File: config.mk
export PLATFORM = sky130hd
export DESIGN_NAME = radix_converter
export DESIGN_NICKNAME = d
export VERILOG_FILES = /design/src/rtl/core/rc_pkg.sv /design/src/rtl/core/rc_ctrl.sv /design/src/rtl/core/rc_dp.sv /design/src/rtl/core/radix_converter.sv
export SDC_FILE = /design/constraint.sdc
export NUM_CORES = 1
export LEC_CHECK = 0
export ABC_CLOCK_PERIOD_IN_PS = 7600
export BUFFER_PORTS_ARGS = -buffer_cell sky130_fd_sc_hd__buf_2
export CORE_UTILIZATION = 60
export CTS_BUF_LIST = sky130_fd_sc_hd__clkbuf_4
export DETAILED_ROUTE_END_ITERATION = 12
export PLACE_DENSITY = 0.89
export SLEW_MARGIN = 40
export SYNTH_ARGS = -nofsm -noshare
export SYNTH_HDL_FRONTEND = slang
export SYNTH_SLANG_ARGS = --single-unit
File: constraint.sdc
create_clock -name clock -period 7.6 [get_ports clock]
set_clock_uncertainty 0.05 [all_clocks]
set_input_delay 1.52 -clock clock [delete_from_list [all_inputs] [get_ports clock]]
set_output_delay 1.52 -clock clock [all_outputs]
set_load 0.005 [all_outputs]
File: src/rtl/core/rc_pkg.sv
// rc_pkg: types, constants and helper functions shared by the radix converter.
// Used by rc_ctrl, rc_dp and radix_converter. No dependencies.

package rc_pkg;

   localparam int BASE_W    = 6;
   localparam int CSR_IDX_W = 2;
   localparam int DEC_DIGITS = 10;

   localparam logic [BASE_W-1:0]    BASE_MIN   = 6'd2;
   localparam logic [BASE_W-1:0]    BASE_MAX   = 6'd36;
   localparam logic [BASE_W-1:0]    BASE_RESET = 6'd10;

   localparam logic [CSR_IDX_W-1:0] CSR_SOURCE_BASE = 2'd0;
   localparam logic [CSR_IDX_W-1:0] CSR_TARGET_BASE = 2'd1;

   localparam logic [7:0] CHAR_ZERO    = 8'h30;  // '0'
   localparam logic [7:0] CHAR_NINE    = 8'h39;  // '9'
   localparam logic [7:0] CHAR_A_UPPER = 8'h41;  // 'A'
   localparam logic [7:0] CHAR_Z_UPPER = 8'h5A;  // 'Z'
   localparam logic [7:0] CHAR_A_LOWER = 8'h61;  // 'a'
   localparam logic [7:0] CHAR_Z_LOWER = 8'h7A;  // 'z'

   typedef enum logic [2:0] {
      ST_IDLE,
      ST_PREP,
      ST_DIV,
      ST_DIGIT,
      ST_READ,
      ST_LOAD
   } state_type;

   // controller -> datapath
   typedef struct packed {
      logic take_char;    // fold accepted character into accumulator
      logic div_init;     // load dividend, clear digit count
      logic div_step;     // one restoring division bit
      logic digit_store;  // store remainder, restart division
      logic emit_load;    // load output register with next digit
   } cmd_type;

   // datapath -> controller
   typedef struct packed {
      logic div_last;   // current step is the last bit of the division
      logic quot_zero;  // quotient is zero
      logic cnt_last;   // digit store is about to fill
      logic rp_zero;    // read pointer at least significant (last emitted) digit
      logic out_free;   // output register can take a beat
   } status_type;

   typedef struct packed {
      logic              ok;
      logic [BASE_W-1:0] value;
   } digit_type;

   function automatic logic [BASE_W-1:0] clamp_base(input logic [BASE_W-1:0] b);
      logic [BASE_W-1:0] r;
      r = b;
      if (b < BASE_MIN) r = BASE_MIN;
      else if (b > BASE_MAX) r = BASE_MAX;
      return r;
   endfunction

   function automatic digit_type decode_char(input logic [7:0] c);
      digit_type r;
      r.ok    = 1'b1;
      r.value = '0;
      if (c >= CHAR_ZERO && c <= CHAR_NINE) begin
         r.value = BASE_W'(c - CHAR_ZERO);
      end else if (c >= CHAR_A_UPPER && c <= CHAR_Z_UPPER) begin
         r.value = BASE_W'(c - CHAR_A_UPPER) + BASE_W'(DEC_DIGITS);
      end else if (c >= CHAR_A_LOWER && c <= CHAR_Z_LOWER) begin
         r.value = BASE_W'(c - CHAR_A_LOWER) + BASE_W'(DEC_DIGITS);
      end else begin
         r.ok = 1'b0;
      end
      return r;
   endfunction

   function automatic logic [7:0] encode_char(input logic [BASE_W-1:0] d);
      logic [7:0] r;
      if (d < BASE_W'(DEC_DIGITS)) r = CHAR_ZERO + 8'(d);
      else r = CHAR_A_UPPER + 8'(d - BASE_W'(DEC_DIGITS));
      return r;
   endfunction

endpackage

File: src/rtl/core/rc_ctrl.sv
// rc_ctrl: sequencing state machine of the radix converter.
// Depends on rc_pkg; drives rc_dp through cmd_type, reads status_type.

module rc_ctrl (
   input  logic               clock,
   input  logic               reset,
   input  logic               req_valid,
   input  logic               req_final_char,
   output logic               req_stall,
   input  rc_pkg::status_type status,
   output rc_pkg::cmd_type    cmd
);
   import rc_pkg::*;

   state_type state_ff, state_in;

   always_ff @(posedge clock) begin
      if (reset) state_ff <= ST_IDLE;
      else state_ff <= state_in;
   end

   always_comb begin
      state_in  = state_ff;
      cmd       = '0;
      req_stall = 1'b1;
      unique case (state_ff)
         ST_IDLE: begin
            req_stall     = 1'b0;
            cmd.take_char = req_valid;
            if (req_valid && req_final_char) state_in = ST_PREP;
         end
         ST_PREP: begin
            cmd.div_init = 1'b1;
            state_in     = ST_DIV;
         end
         ST_DIV: begin
            cmd.div_step = 1'b1;
            if (status.div_last) state_in = ST_DIGIT;
         end
         ST_DIGIT: begin
            cmd.digit_store = 1'b1;
            if (status.quot_zero || status.cnt_last) state_in = ST_READ;
            else state_in = ST_DIV;
         end
         ST_READ: begin
            state_in = ST_LOAD;
         end
         ST_LOAD: begin
            if (status.out_free) begin
               cmd.emit_load = 1'b1;
               state_in      = status.rp_zero ? ST_IDLE : ST_READ;
            end
         end
         default: state_in = ST_IDLE;
      endcase
   end

endmodule

File: src/rtl/core/rc_dp.sv
// rc_dp: datapath of the radix converter: base registers, Horner accumulator,
// restoring divider, digit store and output register. Depends on rc_pkg.

module rc_dp #(
   parameter int VALUE_BITS = 32,
   parameter int MAX_DIGITS = 32
) (
   input  logic                           clock,
   input  logic                           reset,
   input  logic                           csr_write,
   input  logic [rc_pkg::CSR_IDX_W-1:0]   csr_index,
   input  logic [rc_pkg::BASE_W-1:0]      csr_wdata,
   input  logic [7:0]                     req_digit_char,
   input  rc_pkg::cmd_type                cmd,
   output rc_pkg::status_type             status,
   output logic                           rsp_valid,
   input  logic                           rsp_stall,
   output logic [7:0]                     rsp_out_char,
   output logic                           rsp_out_last,
   output logic                           rsp_bad_digit,
   output logic                           rsp_overflowed
);
   import rc_pkg::*;

   localparam int CNT_W = $clog2(MAX_DIGITS + 1);
   localparam int IDX_W = $clog2(MAX_DIGITS);
   localparam int BC_W  = $clog2(VALUE_BITS);
   localparam int MAC_W = VALUE_BITS + BASE_W;

   // configuration
   logic [BASE_W-1:0] src_base_ff, tgt_base_ff;
   logic [BASE_W-1:0] src_base, tgt_base;

   always_ff @(posedge clock) begin
      if (reset) begin
         src_base_ff <= BASE_RESET;
         tgt_base_ff <= BASE_RESET;
      end else if (csr_write) begin
         unique case (csr_index)
            CSR_SOURCE_BASE: src_base_ff <= csr_wdata;
            CSR_TARGET_BASE: tgt_base_ff <= csr_wdata;
            default: ;
         endcase
      end
   end

   assign src_base = clamp_base(src_base_ff);
   assign tgt_base = clamp_base(tgt_base_ff);

   // accumulate
   logic [VALUE_BITS-1:0] acc_ff, acc_in;
   logic                  err_ff, err_in, ovf_ff, ovf_in;
   digit_type             dec;
   logic                  dig_ok;
   logic [MAC_W-1:0]      mac;

   // divider and digit bookkeeping
   logic [VALUE_BITS-1:0] quot_ff, quot_in;
   logic [BASE_W-1:0]     rem_ff, rem_in;
   logic [BC_W-1:0]       bit_cnt_ff, bit_cnt_in;
   logic [CNT_W-1:0]      cnt_ff, cnt_in;
   logic [IDX_W-1:0]      rp_ff, rp_in;
   logic [BASE_W:0]       rem_shift;
   logic                  rem_ge;

   assign dec    = decode_char(req_digit_char);
   assign dig_ok = dec.ok && (dec.value < src_base);
   assign mac    = ({{BASE_W{1'b0}}, acc_ff} * MAC_W'(src_base)) + MAC_W'(dec.value);

   assign rem_shift = {rem_ff, quot_ff[VALUE_BITS-1]};
   assign rem_ge    = rem_shift >= {1'b0, tgt_base};

   always_comb begin
      acc_in     = acc_ff;
      err_in     = err_ff;
      ovf_in     = ovf_ff;
      quot_in    = quot_ff;
      rem_in     = rem_ff;
      bit_cnt_in = bit_cnt_ff;
      cnt_in     = cnt_ff;
      rp_in      = rp_ff;
      if (cmd.take_char) begin
         if (!dig_ok) begin
            err_in = 1'b1;
         end else begin
            acc_in = mac[VALUE_BITS-1:0];
            if (|mac[MAC_W-1:VALUE_BITS]) ovf_in = 1'b1;
         end
      end
      if (cmd.div_init) begin
         quot_in    = acc_ff;
         acc_in     = '0;
         rem_in     = '0;
         bit_cnt_in = '0;
         cnt_in     = '0;
      end
      if (cmd.div_step) begin
         quot_in    = {quot_ff[VALUE_BITS-2:0], rem_ge};
         rem_in     = rem_ge ? BASE_W'(rem_shift - {1'b0, tgt_base}) : BASE_W'(rem_shift);
         bit_cnt_in = bit_cnt_ff + BC_W'(1);
      end
      if (cmd.digit_store) begin
         cnt_in     = cnt_ff + CNT_W'(1);
         rp_in      = cnt_ff[IDX_W-1:0];
         rem_in     = '0;
         bit_cnt_in = '0;
         // digits left over once the store is full
         if (status.cnt_last && !status.quot_zero) ovf_in = 1'b1;
      end
      if (cmd.emit_load) begin
         rp_in = rp_ff - IDX_W'(1);
         if (status.rp_zero) begin
            err_in = 1'b0;
            ovf_in = 1'b0;
            cnt_in = '0;
         end
      end
   end

   always_ff @(posedge clock) begin
      if (reset) begin
         acc_ff <= '0;
         err_ff <= 1'b0;
         ovf_ff <= 1'b0;
         cnt_ff <= '0;
      end else begin
         acc_ff <= acc_in;
         err_ff <= err_in;
         ovf_ff <= ovf_in;
         cnt_ff <= cnt_in;
      end
   end

   always_ff @(posedge clock) begin
      quot_ff    <= quot_in;
      rem_ff     <= rem_in;
      bit_cnt_ff <= bit_cnt_in;
      rp_ff      <= rp_in;
   end

   // digit store, least significant digit at index 0
   logic [BASE_W-1:0] digit_mem [MAX_DIGITS];
   logic [BASE_W-1:0] rd_data_ff;

   always_ff @(posedge clock) begin
      if (cmd.digit_store) digit_mem[cnt_ff[IDX_W-1:0]] <= rem_ff;
      rd_data_ff <= digit_mem[rp_ff];
   end

   // output register
   logic       rsp_valid_ff;
   logic [7:0] out_char_ff;
   logic       out_last_ff, bad_ff, ovf_out_ff;

   assign status.div_last  = bit_cnt_ff == BC_W'(VALUE_BITS - 1);
   assign status.quot_zero = quot_ff == '0;
   assign status.cnt_last  = cnt_ff == CNT_W'(MAX_DIGITS - 1);
   assign status.rp_zero   = rp_ff == '0;
   assign status.out_free  = !rsp_valid_ff || !rsp_stall;

   always_ff @(posedge clock) begin
      if (reset) rsp_valid_ff <= 1'b0;
      else if (cmd.emit_load) rsp_valid_ff <= 1'b1;
      else if (!rsp_stall) rsp_valid_ff <= 1'b0;
   end

   always_ff @(posedge clock) begin
      if (cmd.emit_load) begin
         out_char_ff <= encode_char(rd_data_ff);
         out_last_ff <= status.rp_zero;
         bad_ff      <= err_ff;
         ovf_out_ff  <= ovf_ff;
      end
   end

   assign rsp_valid      = rsp_valid_ff;
   assign rsp_out_char   = out_char_ff;
   assign rsp_out_last   = out_last_ff;
   assign rsp_bad_digit  = bad_ff;
   assign rsp_overflowed = ovf_out_ff;

`ifndef SYNTHESIS
   a_load_free: assert property (@(posedge clock) disable iff (reset)
      cmd.emit_load |-> status.out_free)
      else $error("output register overwritten while stalled");

   a_store_bound: assert property (@(posedge clock) disable iff (reset)
      cmd.digit_store |-> (cnt_ff < CNT_W'(MAX_DIGITS)))
      else $error("digit store written past its depth");

   a_rem_range: assert property (@(posedge clock) disable iff (reset)
      cmd.div_step |-> (rem_ff < tgt_base))
      else $error("division remainder out of range");

   a_clear_end: assert property (@(posedge clock) disable iff (reset)
      (cmd.emit_load && status.rp_zero) |=> (!err_ff && !ovf_ff && cnt_ff == '0))
      else $error("number state not cleared after last digit");
`endif

endmodule

File: src/rtl/core/radix_converter.sv
// radix_converter: top level of the ASCII number base converter.
// Depends on rc_pkg, rc_ctrl and rc_dp.

// Characters of one number arrive most significant first, one beat each,
// and are taken one per cycle while the block is idle: each digit is folded
// into a VALUE_BITS accumulator as acc * source_base + digit (wrapping, with a
// sticky overflow flag; an invalid character or a digit not below the base
// only sets bad_digit). The beat carrying final_char starts the conversion,
// and req_stall stays high until every digit has been handed to the output
// register. Conversion runs a restoring divider by target_base, one quotient
// bit per cycle: VALUE_BITS division steps yield each output digit, which is
// then written to the digit store. Each digit is read out through the store's
// registered read port and loaded into the output register; loading waits
// while the result side stalls. The
// digits go out as uppercase ASCII, most significant first, with out_last on
// the final one; a zero value gives a single '0'. At most MAX_DIGITS digits
// are kept: a value that needs more emits its low MAX_DIGITS digits with
// overflowed set. bad_digit and overflowed are the same on every beat of a
// number, and all per-number state clears after its last beat is loaded.
// Base registers below 2 act as 2 and above 36 act as 36; write them only
// while the block is idle.

module radix_converter #(
   parameter int VALUE_BITS = 32,
   parameter int MAX_DIGITS = 32
) (
   input  logic                         clock,
   input  logic                         reset,
   // configuration
   input  logic                         csr_write,
   input  logic [rc_pkg::CSR_IDX_W-1:0] csr_index,
   input  logic [rc_pkg::BASE_W-1:0]    csr_wdata,
   // character beats
   input  logic                         req_valid,
   output logic                         req_stall,
   input  logic [7:0]                   req_digit_char,
   input  logic                         req_final_char,
   // result beats
   output logic                         rsp_valid,
   input  logic                         rsp_stall,
   output logic [7:0]                   rsp_out_char,
   output logic                         rsp_out_last,
   output logic                         rsp_bad_digit,
   output logic                         rsp_overflowed
);
   import rc_pkg::*;

   cmd_type    cmd;
   status_type status;

   rc_ctrl u_ctrl (
      .clock          (clock),
      .reset          (reset),
      .req_valid      (req_valid),
      .req_final_char (req_final_char),
      .req_stall      (req_stall),
      .status         (status),
      .cmd            (cmd)
   );

   rc_dp #(
      .VALUE_BITS (VALUE_BITS),
      .MAX_DIGITS (MAX_DIGITS)
   ) u_dp (
      .clock          (clock),
      .reset          (reset),
      .csr_write      (csr_write),
      .csr_index      (csr_index),
      .csr_wdata      (csr_wdata),
      .req_digit_char (req_digit_char),
      .cmd            (cmd),
      .status         (status),
      .rsp_valid      (rsp_valid),
      .rsp_stall      (rsp_stall),
      .rsp_out_char   (rsp_out_char),
      .rsp_out_last   (rsp_out_last),
      .rsp_bad_digit  (rsp_bad_digit),
      .rsp_overflowed (rsp_overflowed)
   );

endmodule
Word level (Yosys, flattened, before mapping) --
Memories as Yosys holds them, arrays and structs flattened. A register that Yosys moved wholly into a read port is not among the register bits. Index checks and enable logic that the tools add are counted.
Word-level totals: RAM bits 192, input port bits 22, memories 1, logic and storage cells 131, output and inout port bits 13, bits in registers 115
Operators by class: $add $sub $neg 13, $mul 1, reduce and logical (&&, ||, !) cells 23, eq/ne operators 12, order comparisons 13, multiplexer cells 52
Memory list:
- u_dp.digit_mem | words 32, width 6, read ports 1, clocked after memory_dff 1, write ports 1, RTL line rc_dp.sv:142 | logic [BASE_W-1:0] digit_mem [MAX_DIGITS];
Operator list (number):
- 6-bit 2-to-1 mux | 14
- 32-bit 2-to-1 mux | 2
- 38-bit by 6-bit adder with 38-bit output | 1
- 32-bit by 6-bit multiplier with 38-bit output | 1
- 32-bit logical NOT | 1
- 1-bit 2-to-1 mux | 25
- 5-bit 2-to-1 mux | 4
- 3-bit case mux with 6 select lines | 1
- 8-bit by 7-bit >= comparator with 1-bit output, second input constant | 2
- 8-bit by 7-bit less-or-equal comparator with 1-bit output, second input constant | 2
- 3-bit 2-to-1 mux | 5
- 6-bit by 4-bit adder with 6-bit output, second input constant | 2
- 6-bit > comparator, second input constant | 2
- 6-bit by 2-bit less-than comparator with 1-bit output, second input constant | 2
- 6-bit subtractor, second input constant | 2
- 7-bit by 8-bit adder with 8-bit output, first input constant | 1
- 8-bit by 6-bit >= comparator with 1-bit output, second input constant | 1
- 8-bit by 6-bit less-or-equal comparator with 1-bit output, second input constant | 1
- 8-bit 2-to-1 mux | 1
- 6-bit by 6-bit adder with 7-bit output, first input constant | 1
- 7-bit by 6-bit >= comparator with 1-bit output | 1
- 6-bit by 4-bit subtractor with 7-bit output, second input constant | 1
- 6-bit by 1-bit adder with 6-bit output, second input constant | 1
- 3-bit by 2-bit equality test with 1-bit output, second input constant | 2
- 24 further kinds | 38

Depth between registers and ports, before layout --
Gate-level depths: netlist (run 1).
word-level depth 14, gate-level depth with buffers 25, mapped depth without buffers 22

Hierarchy --
Synthesis (run 1) repeated with hierarchy kept, for this count alone.
Unflattened totals: cell total of the unflattened synthesis 1642, area total of the unflattened synthesis 20020.5 um2
By module, submodules not included:
- rc_dp | area each 19836.5 um2, sequential area each 8608.3 um2, instances 1, cells each 1620
- rc_ctrl | area each 183.9 um2, sequential area each 60.1 um2, instances 1, cells each 22

Worst setup path before layout (run 1) --
OpenSTA, ideal clock, no wires.
kind flip-flop to flip-flop, from register u_dp.src_base_ff[5], to register u_dp.ovf_ff, data arrival time 5752 ps, path buffers 3, library setup time 140 ps, required time 7410 ps, stages on the path, launching flop included 25, slack 1658 ps, clock period less this slack 5942 ps, path through dfxtp_1 -> clkbuf_1 -> inv_1 -> maj3_1 -> clkbuf_1 -> and2_1 -> fa_1 -> inv_1 -> fa_1 -> inv_1 -> fa_1 -> inv_1 -> fa_1 -> inv_1 -> ha_1 -> clkbuf_1 -> nand3_1 -> o211ai_1 -> a31oi_1 -> o21a_1 -> o41ai_1 -> a31oi_1 -> xnor2_1 -> nor3_1 -> a311oi_1
On the way: word-level cells in the longest chain between the ends 13, elaborated cells on any way between the ends 16, classes of those cells add/sub (1); mul (1); order compare (3); mux (9); reduce/logical (2)
Ends and longest elaborated chain:
- from (decl) | RTL line rc_dp.sv:31 | logic [BASE_W-1:0] src_base_ff, tgt_base_ff;
- from (signal assigned) | RTL line rc_dp.sv:40 | CSR_SOURCE_BASE: src_base_ff <= csr_wdata;
- 6-bit > comparator | RTL line rc_pkg.sv:60 | else if (b > BASE_MAX) r = BASE_MAX;
- 6-bit 2-to-1 mux | RTL line rc_pkg.sv:60
- 6-bit 2-to-1 mux (*) | RTL line rc_pkg.sv:59 | if (b < BASE_MIN) r = BASE_MIN;
- 32-bit by 6-bit multiplier with 38-bit output | RTL line rc_dp.sv:68 | assign mac = ({{BASE_W{1'b0}}, acc_ff} * MAC_W'(src_base)) + MAC_W'(dec.value);
- 38-bit by 6-bit adder with 38-bit output | RTL line rc_dp.sv:68
- 6-bit OR reduction | RTL line rc_dp.sv:87 | if (|mac[MAC_W-1:VALUE_BITS]) ovf_in = 1'b1;
- 1-bit 2-to-1 mux | RTL line rc_dp.sv:87
- 1-bit 2-to-1 mux (*) | RTL line rc_dp.sv:83 | if (!dig_ok) begin
- 1-bit 2-to-1 mux (*) | RTL line rc_dp.sv:82 | if (cmd.take_char) begin
- 1-bit 2-to-1 mux | RTL line rc_dp.sv:108 | if (status.cnt_last && !status.quot_zero) ovf_in = 1'b1;
- 1-bit 2-to-1 mux (*) | RTL line rc_dp.sv:102 | if (cmd.digit_store) begin
- 1-bit 2-to-1 mux | RTL line rc_dp.sv:112 | if (status.rp_zero) begin
- 1-bit 2-to-1 mux (*) | RTL line rc_dp.sv:110 | if (cmd.emit_load) begin
- to (signal assigned) | RTL line rc_dp.sv:129 | ovf_ff <= ovf_in;
- to (decl) | RTL line rc_dp.sv:52 | logic err_ff, err_in, ovf_ff, ovf_in;
Mark *: on every way between the ends. The rest lies on a longest branch, timed or not. A chain may end at the register's enable or synchronous reset.

Worst setup path in the final report (run 1) --
Ends and elaborated chain as after synthesis.

==> implementation parameters, run 1 <==
Parameter                              Value

Setup path
  Max FO, Critical Path ... 16
  Reg2reg start ... u_dp.src_base_ff[5]$_SDFFE_PP0P_
  Critical path capture point type ... flop
  CP Class ... flop to flop
  Worst Setup Start Kind ... flop
  Signal arrival time at the worst endpoint ... 7.13 ns
  Crit. Startpoint ... u_dp.src_base_ff[5]$_SDFFE_PP0P_
  Required arrival time at the worst endpoint ... 8.10 ns

Place
  Detailed placement HPWL ... 33.91 mm
  Post-place instance area ... ~20,000 sq um
  Worst-case setup slack after placement ... 1.062 ns
  Quantity of I/O buffers inserted on ports ... 34
  # placed instances ... roughly 2.1k
  Final GP Congestion ... 0.9493

Drt
  # DRC ... 0
  Antenna-violating nets left ... 0
  Total wire length after detailed routing ... 47.84 mm
  Via count ... between 10k and 15k
  DR iter-0 viols ... 1,368
  Routed wirelength normalized by instance count ... 21.33 um
  Routed via count divided by cell count ... 6.172
  Detailed-router iteration count before antenna repair ... 6

Yosys
  EDFF count, synth ... 240
  Most common library cells after synthesis ... 240 x sky130_fd_sc_hd__edfxtp_1, 166 x sky130_fd_sc_hd__nand2_1, 125 x sky130_fd_sc_hd__fa_1
  Post-Synthesis Cell Area ... between 15,000 and 20,000 sq um
  Synth area leaders ... sky130_fd_sc_hd__edfxtp_1 36%, sky130_fd_sc_hd__fa_1 13%, sky130_fd_sc_hd__dfxtp_1 7.4%, sky130_fd_sc_hd__ha_1 7.1%, sky130_fd_sc_hd__mux4_2 6.8%
  #FFs+latches synth ... 313
  Largest family of logic cells by synthesized area ... adder cells
  Area share of xor/xnor cells in the synthesized design ... 2.383%
  FFs w/ async S/R, synth ... 0%
  Synthesized netlist cell count ... between 1.5k and 2k
  Count of unique library cells instantiated by Yosys ... 70
  Total nets after synthesis ... 1,937
  Most frequently used cell type in the post-synthesis netlist ... sky130_fd_sc_hd__edfxtp_1
  Cell taking the most area after synthesis ... sky130_fd_sc_hd__edfxtp_1
  Area fraction in and, or, nand and nor cells after synthesis ... 14.04%
  Register area share after synthesis ... between 40% and 50%
  Mean Syn Cell Area ... 11.84 sq um
  Warnings from Yosys ... 0
  Fraction of synthesized cell area taken by the top area cell type ... 36.31%
  Portion of netlist area occupied by mux cells ... 9.122%
  Predominant post-synthesis flop cell ... sky130_fd_sc_hd__edfxtp_1
  Adder-cell share of the synthesized area ... between 10% and 20%
  Area fraction in compound gates after synthesis ... 7.332%

Power and ir drop
  Peak supply drop ... 0.0001544 V
  Pleak ... 9.220 nW
  Pwr dens ... between 150 and 200 nW/um^2

Layout
  Syn-to-layout area delta ... 8.221%
  Final Cell Area ... 21,480 sq um
  Post-route insts no fill ... 2,243
  Layout cells sized above 1 ... about 15%
  Fin nets ... 2,000
  Share of the core filled with cells ... 66.02%

Clock network
  TritonCTS clock tree ... built
  Number of instances resized during post-cts repair ... 0
  Buffer count from post-CTS setup fixing ... 0
  TritonCTS buffer count ... 79
  CTS Hold Bufs ... 0
  Number of buffers between clock root and the deepest sink ... 3
  Worst-path clk slew ... 0.07 ns
  Clock Sinks ... between 300 and 400
  Cell chosen for the clock root ... sky130_fd_sc_hd__clkbuf_4
  Deepest level of the CTS H-tree ... 3
  Clock latency reported for the late side of the worst-skew pair ... between 0.7 and 0.8 ns

GRT
  Global router's overall resource usage ... 29.09%
  GRT overflow ... 0
  Vias in the first global route ... 14.07k
  Antenna violations before repair ... 1
  Largest net degree at the start of global routing ... 52
  Global-route wire length before repair ... 75.18 mm

STA
  Max Fclk ... 150.7 MHz
  Slew of the pin with the lowest slew margin ... around 0.82 ns
  RSZ-0062 raised after global routing ... false
  Number of hold-slack violations in the final timing report ... 0
  Setup-failing EPs final ... 0
  Max-Slew Margin vs Limit ... 45.50%
  Post-route worst setup slack ... 0.9660 ns
  Total negative slack for setup checks ... 0 ns
  Share of the clock period used by the worst path after layout ... between 80% and 90%
  Pins over their slew limit ... 0
  Final critical delay including setup and external delays ... approximately 6.6 ns

Min path
  Min-Delay Startpoint ... u_dp.err_ff$_SDFF_PP0_
  Worst Hold Class ... flop to flop

Status
  Result of the run ... complete, no violations

Floorplanning
  Die Outline Area ... 33,810 sq um
  Starting utilization of the core area ... 61.00%
  IO Pins ... 35
  Number of rows created at floorplan ... 66
  Die width ... ~180 um
  Die outline height ... 183.9 um
  Core ar. ... 32,540 sq um

Job
  Max-cap violation count ... 0
[sequential cells by signal, summed over array words and instances, names as in the netlist, 6 cells and up]
signal and count:
u_dp.tgt_base_ff 6, u_dp.acc_ff 32, u_dp.digit_mem 192, u_dp.rem_ff 6
u_dp.rd_data_ff 6, u_dp.cnt_ff 6, u_dp.quot_ff 32, u_dp.src_base_ff 6
u_dp.rsp_out_char 8
[cell families (layout without fill, tap and decap cells)]
family | after synthesis | count (layout)
buf+inv | 186 | 309
simple gates | 561 | 561
fa+ha+maj | 239 | 239
compound gates | 219 | 219
flops | 313 | 313
mux | 105 | 105
other cells | 0 | 1
xor+xnor | 54 | 54
[worst max-delay path, cell delays in order, from the launching register on]
cell and delay (ns):
sky130_fd_sc_hd__dfxtp_1 0.68, sky130_fd_sc_hd__inv_1 0.23, sky130_fd_sc_hd__maj3_1 0.42, sky130_fd_sc_hd__and2_1 0.19, sky130_fd_sc_hd__fa_1 0.50, sky130_fd_sc_hd__inv_1 0.05
sky130_fd_sc_hd__fa_1 0.47, sky130_fd_sc_hd__inv_1 0.05, sky130_fd_sc_hd__fa_1 0.54, sky130_fd_sc_hd__inv_1 0.06, sky130_fd_sc_hd__fa_1 0.53, sky130_fd_sc_hd__inv_1 0.04
sky130_fd_sc_hd__ha_1 0.38, sky130_fd_sc_hd__a21oi_1 0.24, sky130_fd_sc_hd__o211ai_1 0.23, sky130_fd_sc_hd__a31oi_1 0.52, sky130_fd_sc_hd__o21a_1 0.31, sky130_fd_sc_hd__o21ai_1 0.16
sky130_fd_sc_hd__a21oi_1 0.22, sky130_fd_sc_hd__xnor2_1 0.08, sky130_fd_sc_hd__a2111oi_0 0.42, sky130_fd_sc_hd__a311oi_1 0.15
[routing by layer]
| metal | up-vias | wire length, um | GRT usage (%) |
|---|---|---|---|
| li1 | 6114 | - | - |
| met1 | 6824 | 18030 | 36.44 |
| met2 | 770 | 23660 | 48.24 |
| met3 | 136 | 4086 | 5.606 |
| met4 | 0 | 2059 | 14.80 |
| met5 | - | 0 | 0 |
[worst paths after layout]
| path | cells after the start | slack, ns | endpoint |
|---|---|---|---|
| worst min register to register | 0 | 0.40 | u_dp.rsp_bad_digit$_DFFE_PP_ |
| worst max register to register | 21 | 0.97 | u_dp.ovf_ff$_SDFF_PP0_ |
| worst max-delay path | 21 | 0.97 | u_dp.ovf_ff$_SDFF_PP0_ |
| worst min-delay path | 0 | 0.40 | u_dp.rsp_bad_digit$_DFFE_PP_ |
[report_power, final]
group	internal, mW	switching, mW	total [mW]
sequential	2.03	0.152	2.18
combinational	0.155	0.252	0.407
clock	0.718	0.711	1.43
total	2.90	1.11	4.01
[cell usage in the layout, fill, tap and decap left out, drive strengths merged, types with 7 or more instances in the layout]
cell      n
mux2      7
a21o     33
a31oi    11
a21oi    54
fa      125
nor3     14
clkinv   25
mux4     60
o21a      9
mux2i    38
nor2    123
nor2b    38
dfxtp    73
nand4    11
buf      55
and3     36
nor4      8
o21ai    44
clkbuf  111
ha      113
a211o     7
and2    121
xnor2    39
edfxtp  240
nand3    20
xor2     15
nand2   166
inv     116
[area by class of cell]
| cell class | count | area, sq um |
|---|---|---|
| tap | 442 | 553.0 |
| antenna | 1 | 2.502 |
| multi-input combinational | 1178 | 10490 |
| clock inverter | 30 | 170.2 |
| timing repair buffer | 55 | 335.3 |
| clock buffer | 111 | 833.3 |
| inverter | 113 | 424.2 |
| fill | 2255 | 11060 |
| sequential | 313 | 8675 |
[stage by stage]
step	power, mW	hold slack (ns)
after floorplan	2.431	0.3582
final	4.014	0.4018
after detailed placement	2.610	0.4014
after global routing	4.155	0.3907
after CTS	4.021	0.3833
after global placement	2.563	0.3840
No activity file was read; power rests on OpenSTA's default activity.
==> inputs of run 2 (changes only) <==
--- a/config.mk
+++ b/config.mk
@@ -9,8 +9,10 @@
 export BUFFER_PORTS_ARGS = -buffer_cell sky130_fd_sc_hd__buf_2
 export CORE_UTILIZATION = 60
 export CTS_BUF_LIST = sky130_fd_sc_hd__clkbuf_4
+export CTS_CLUSTER_DIAMETER = 30
 export DETAILED_ROUTE_END_ITERATION = 12
 export PLACE_DENSITY = 0.89
+export REMOVE_ABC_BUFFERS = 1
 export SLEW_MARGIN = 40
 export SYNTH_ARGS = -nofsm -noshare
 export SYNTH_HDL_FRONTEND = slang
==> implementation parameters, run 2 (synthesis results as in run 1) <==
Parameter                              Value

Clock network
  Clock latency reported for the late side of the worst-skew pair ... 0.80 ns (+0.07 ns)
  Deepest level of the CTS H-tree ... 3 (unchanged)
  Cell chosen for the clock root ... sky130_fd_sc_hd__clkbuf_4
  CTS Hold Bufs ... 0 (unchanged)
  Number of instances resized during post-cts repair ... 0 (unchanged)
  TritonCTS clock tree ... built
  Clock Sinks ... 313 (unchanged)
  TritonCTS buffer count ... 84 (+6.3%)
  Buffer count from post-CTS setup fixing ... 0 (unchanged)
  Number of buffers between clock root and the deepest sink ... 3 (unchanged)
  Worst-path clk slew ... 0.07 ns (about the same)

Floorplanning
  Die width ... 183.9 um (unchanged)
  Die Outline Area ... 33,810 sq um (unchanged)
  Die outline height ... 183.9 um (unchanged)
  Starting utilization of the core area ... 61.00% (unchanged)
  Core ar. ... 32,540 sq um (unchanged)
  IO Pins ... 35 (unchanged)
  Number of rows created at floorplan ... 66 (unchanged)

Setup path
  Max FO, Critical Path ... 8 (-8)
  Worst R2R Setup Slack ... 1.18 ns (+0.21 ns)
  Critical path capture point type ... flop
  CP Class ... flop to flop
  Reg2reg start ... u_dp.src_base_ff[5]$_SDFFE_PP0P_
  Signal arrival time at the worst endpoint ... 7.04 ns (-0.09 ns)
  Capture instance of the worst register-to-register path ... u_dp.ovf_ff$_SDFF_PP0_
  Worst Setup Start Kind ... flop
  Register-to-Register Path Depth ... 21 (unchanged)
  Required arrival time at the worst endpoint ... 8.22 ns (+0.12 ns)

Layout
  Post-route insts no fill ... 2,262 (+0.85%)
  Syn-to-layout area delta ... 9.343%
  Storage element area ... 8672 sq um (about the same)
  Fin nets ... 2,006 (+0.30%)
  Number of inserted filler cells in the final layout ... 2,310 (+2.4%)
  Most frequent cells in the layout ... 240 x sky130_fd_sc_hd__edfxtp_1, 166 x sky130_fd_sc_hd__nand2_1, 125 x sky130_fd_sc_hd__fa_1
  Final Cell Area ... 21,700 sq um (+1.0%)
  Area of the multi-input gates ... 10,500 sq um (+0.17%)
  Most frequent standard cell in the layout excluding fill and tap cells ... sky130_fd_sc_hd__edfxtp_1
  Layout cells sized above 1 ... 15.35% (+0.63 points)
  Number of flip-flops under the largest register name ... 192 (unchanged)

Drt
  Routed wirelength normalized by instance count ... 20.75 um (-2.7%)
  DR iter-0 viols ... 1,326 (-3.1%)
  Routed via count divided by cell count ... 6.103 (-1.1%)
  # DRC ... 0 (unchanged)
  Via count ... 13.81k (-0.27%)
  Total wire length after detailed routing ... 46.94 mm (-1.9%)
  Antenna-violating nets left ... 0 (unchanged)
  Detailed-router iteration count before antenna repair ... 6 (unchanged)

GRT
  Largest net degree at the start of global routing ... 50 (-3.8%)
  Antenna violations before repair ... 2 (+1)
  GRT overflow ... 0 (unchanged)
  Global-route wire length before repair ... 76.04 mm (+1.2%)
  Vias in the first global route ... 14.40k (+2.4%)
  Global router's overall resource usage ... 29.38% (+0.29 points)

STA
  Max-Slew Margin vs Limit ... 39.91% (-5.6 points)
  RSZ-0062 raised after global routing ... false
  Pins over their slew limit ... 0 (unchanged)
  Total negative slack for setup checks ... 0 ns (unchanged)
  Post-route worst setup slack ... 1.177 ns (+0.2114 ns)
  Max Fclk ... 155.7 MHz (+3.3%)
  Share of the clock period used by the worst path after layout ... 84.51% (-2.8 points)
  Setup-failing EPs final ... 0 (unchanged)
  Number of hold-slack violations in the final timing report ... 0 (unchanged)
  Final critical delay including setup and external delays ... 6.423 ns (-0.2114 ns)
  Slew of the pin with the lowest slew margin ... 0.8897 ns (+0.07388 ns)

Min path
  Min-Delay Startpoint ... u_dp.err_ff$_SDFF_PP0_
  Worst Hold Class ... flop to flop
  Hold EP ... u_dp.rsp_bad_digit$_DFFE_PP_
  Number of cells on the worst hold path ... 0 (unchanged)

Power and ir drop
  Pleak ... 9.328 nW (+1.2%)
  Peak supply drop ... 0.0001485 V (-3.8%)
  Pwr dens ... 196.3 nW/um^2 (+5.0%)
  Total power of the final layout ... 4.260 mW (+6.1%)

Job
  Max-cap violation count ... 0 (unchanged)

Place
  Worst-case setup slack after placement ... 1.012 ns (-0.04951 ns)
  Post-place instance area ... 20,480 sq um (+0.12%)
  Quantity of I/O buffers inserted on ports ... 34 (unchanged)
  Detailed placement HPWL ... 32.49 mm (-4.2%)
  # placed instances ... 2,102 (+0.048%)
  Final GP Congestion ... 0.8755 (-7.8%)

Status
  Result of the run ... complete, no violations
run 2: worst max path at each step:
stage	start	endpoint	slack (ns)	cells past startpoint
2_1_floorplan	u_dp.src_base_ff[5]$_SDFFE_PP0P_	u_dp.ovf_ff$_SDFF_PP0_	1.22	22
3_3_place_gp	req_digit_char[1]	u_dp.ovf_ff$_SDFF_PP0_	1.15	21
3_5_place_dp	req_digit_char[1]	u_dp.ovf_ff$_SDFF_PP0_	1.01	21
4_1_cts	u_dp.src_base_ff[5]$_SDFFE_PP0P_	u_dp.ovf_ff$_SDFF_PP0_	1.32	21
5_1_grt	u_dp.src_base_ff[5]$_SDFFE_PP0P_	u_dp.ovf_ff$_SDFF_PP0_	0.93	21
6_report	u_dp.src_base_ff[5]$_SDFFE_PP0P_	u_dp.ovf_ff$_SDFF_PP0_	1.18	21
run 2: report_power, final:
group / leakage (nW) / internal (mW) / switching (mW)
clock network: 0.697 / 0.908 / 0.754
registers: 2.81 / 2.02 / 0.109
logic: 5.82 / 0.160 / 0.304
run 2: stage by stage:
stage          utilization, %  hold slack (ns)
6_report                66.70           0.4167
5_1_grt                 66.70           0.4218
4_1_cts                 66.61           0.4090
3_5_place_dp            62.95           0.3906
3_3_place_gp            62.75           0.3667
2_1_floorplan               -           0.3582
run 2: cell type report:
class                      count  area share [%]
multi-input combinational   1178           48.40
sequential                   313           39.96
clock buffer                 120           4.151
timing repair buffer          56           1.614
tap                          442           2.548
clock inverter                37           1.338
inverter                     113           1.954
antenna                        3         0.03459
run 2: metal layers:
layer  up-vias  share of wire, %  track usage (%)
li1       6135                 -                -
met4         0               5.4            16.97
met5         -                 0                0
met2       751                50            50.26
met3       193               8.0            6.220
met1      6727                36            34.27
run 2: worst max-delay path, stage by stage, from the launching register on:
cell,delay [ns]
sky130_fd_sc_hd__dfxtp_1,0.48
sky130_fd_sc_hd__inv_1,0.20
sky130_fd_sc_hd__maj3_1,0.41
sky130_fd_sc_hd__and2_1,0.19
sky130_fd_sc_hd__fa_1,0.50
sky130_fd_sc_hd__inv_1,0.05
sky130_fd_sc_hd__fa_1,0.47
sky130_fd_sc_hd__inv_1,0.05
sky130_fd_sc_hd__fa_1,0.53
sky130_fd_sc_hd__inv_1,0.07
sky130_fd_sc_hd__fa_1,0.53
sky130_fd_sc_hd__inv_1,0.04
sky130_fd_sc_hd__ha_1,0.38
sky130_fd_sc_hd__a21oi_1,0.23
sky130_fd_sc_hd__o211ai_1,0.21
sky130_fd_sc_hd__a31oi_1,0.64
sky130_fd_sc_hd__o21a_1,0.32
sky130_fd_sc_hd__o21ai_1,0.14
sky130_fd_sc_hd__a21oi_1,0.20
sky130_fd_sc_hd__xnor2_1,0.09
sky130_fd_sc_hd__a2111oi_0,0.39
sky130_fd_sc_hd__a311oi_1,0.16
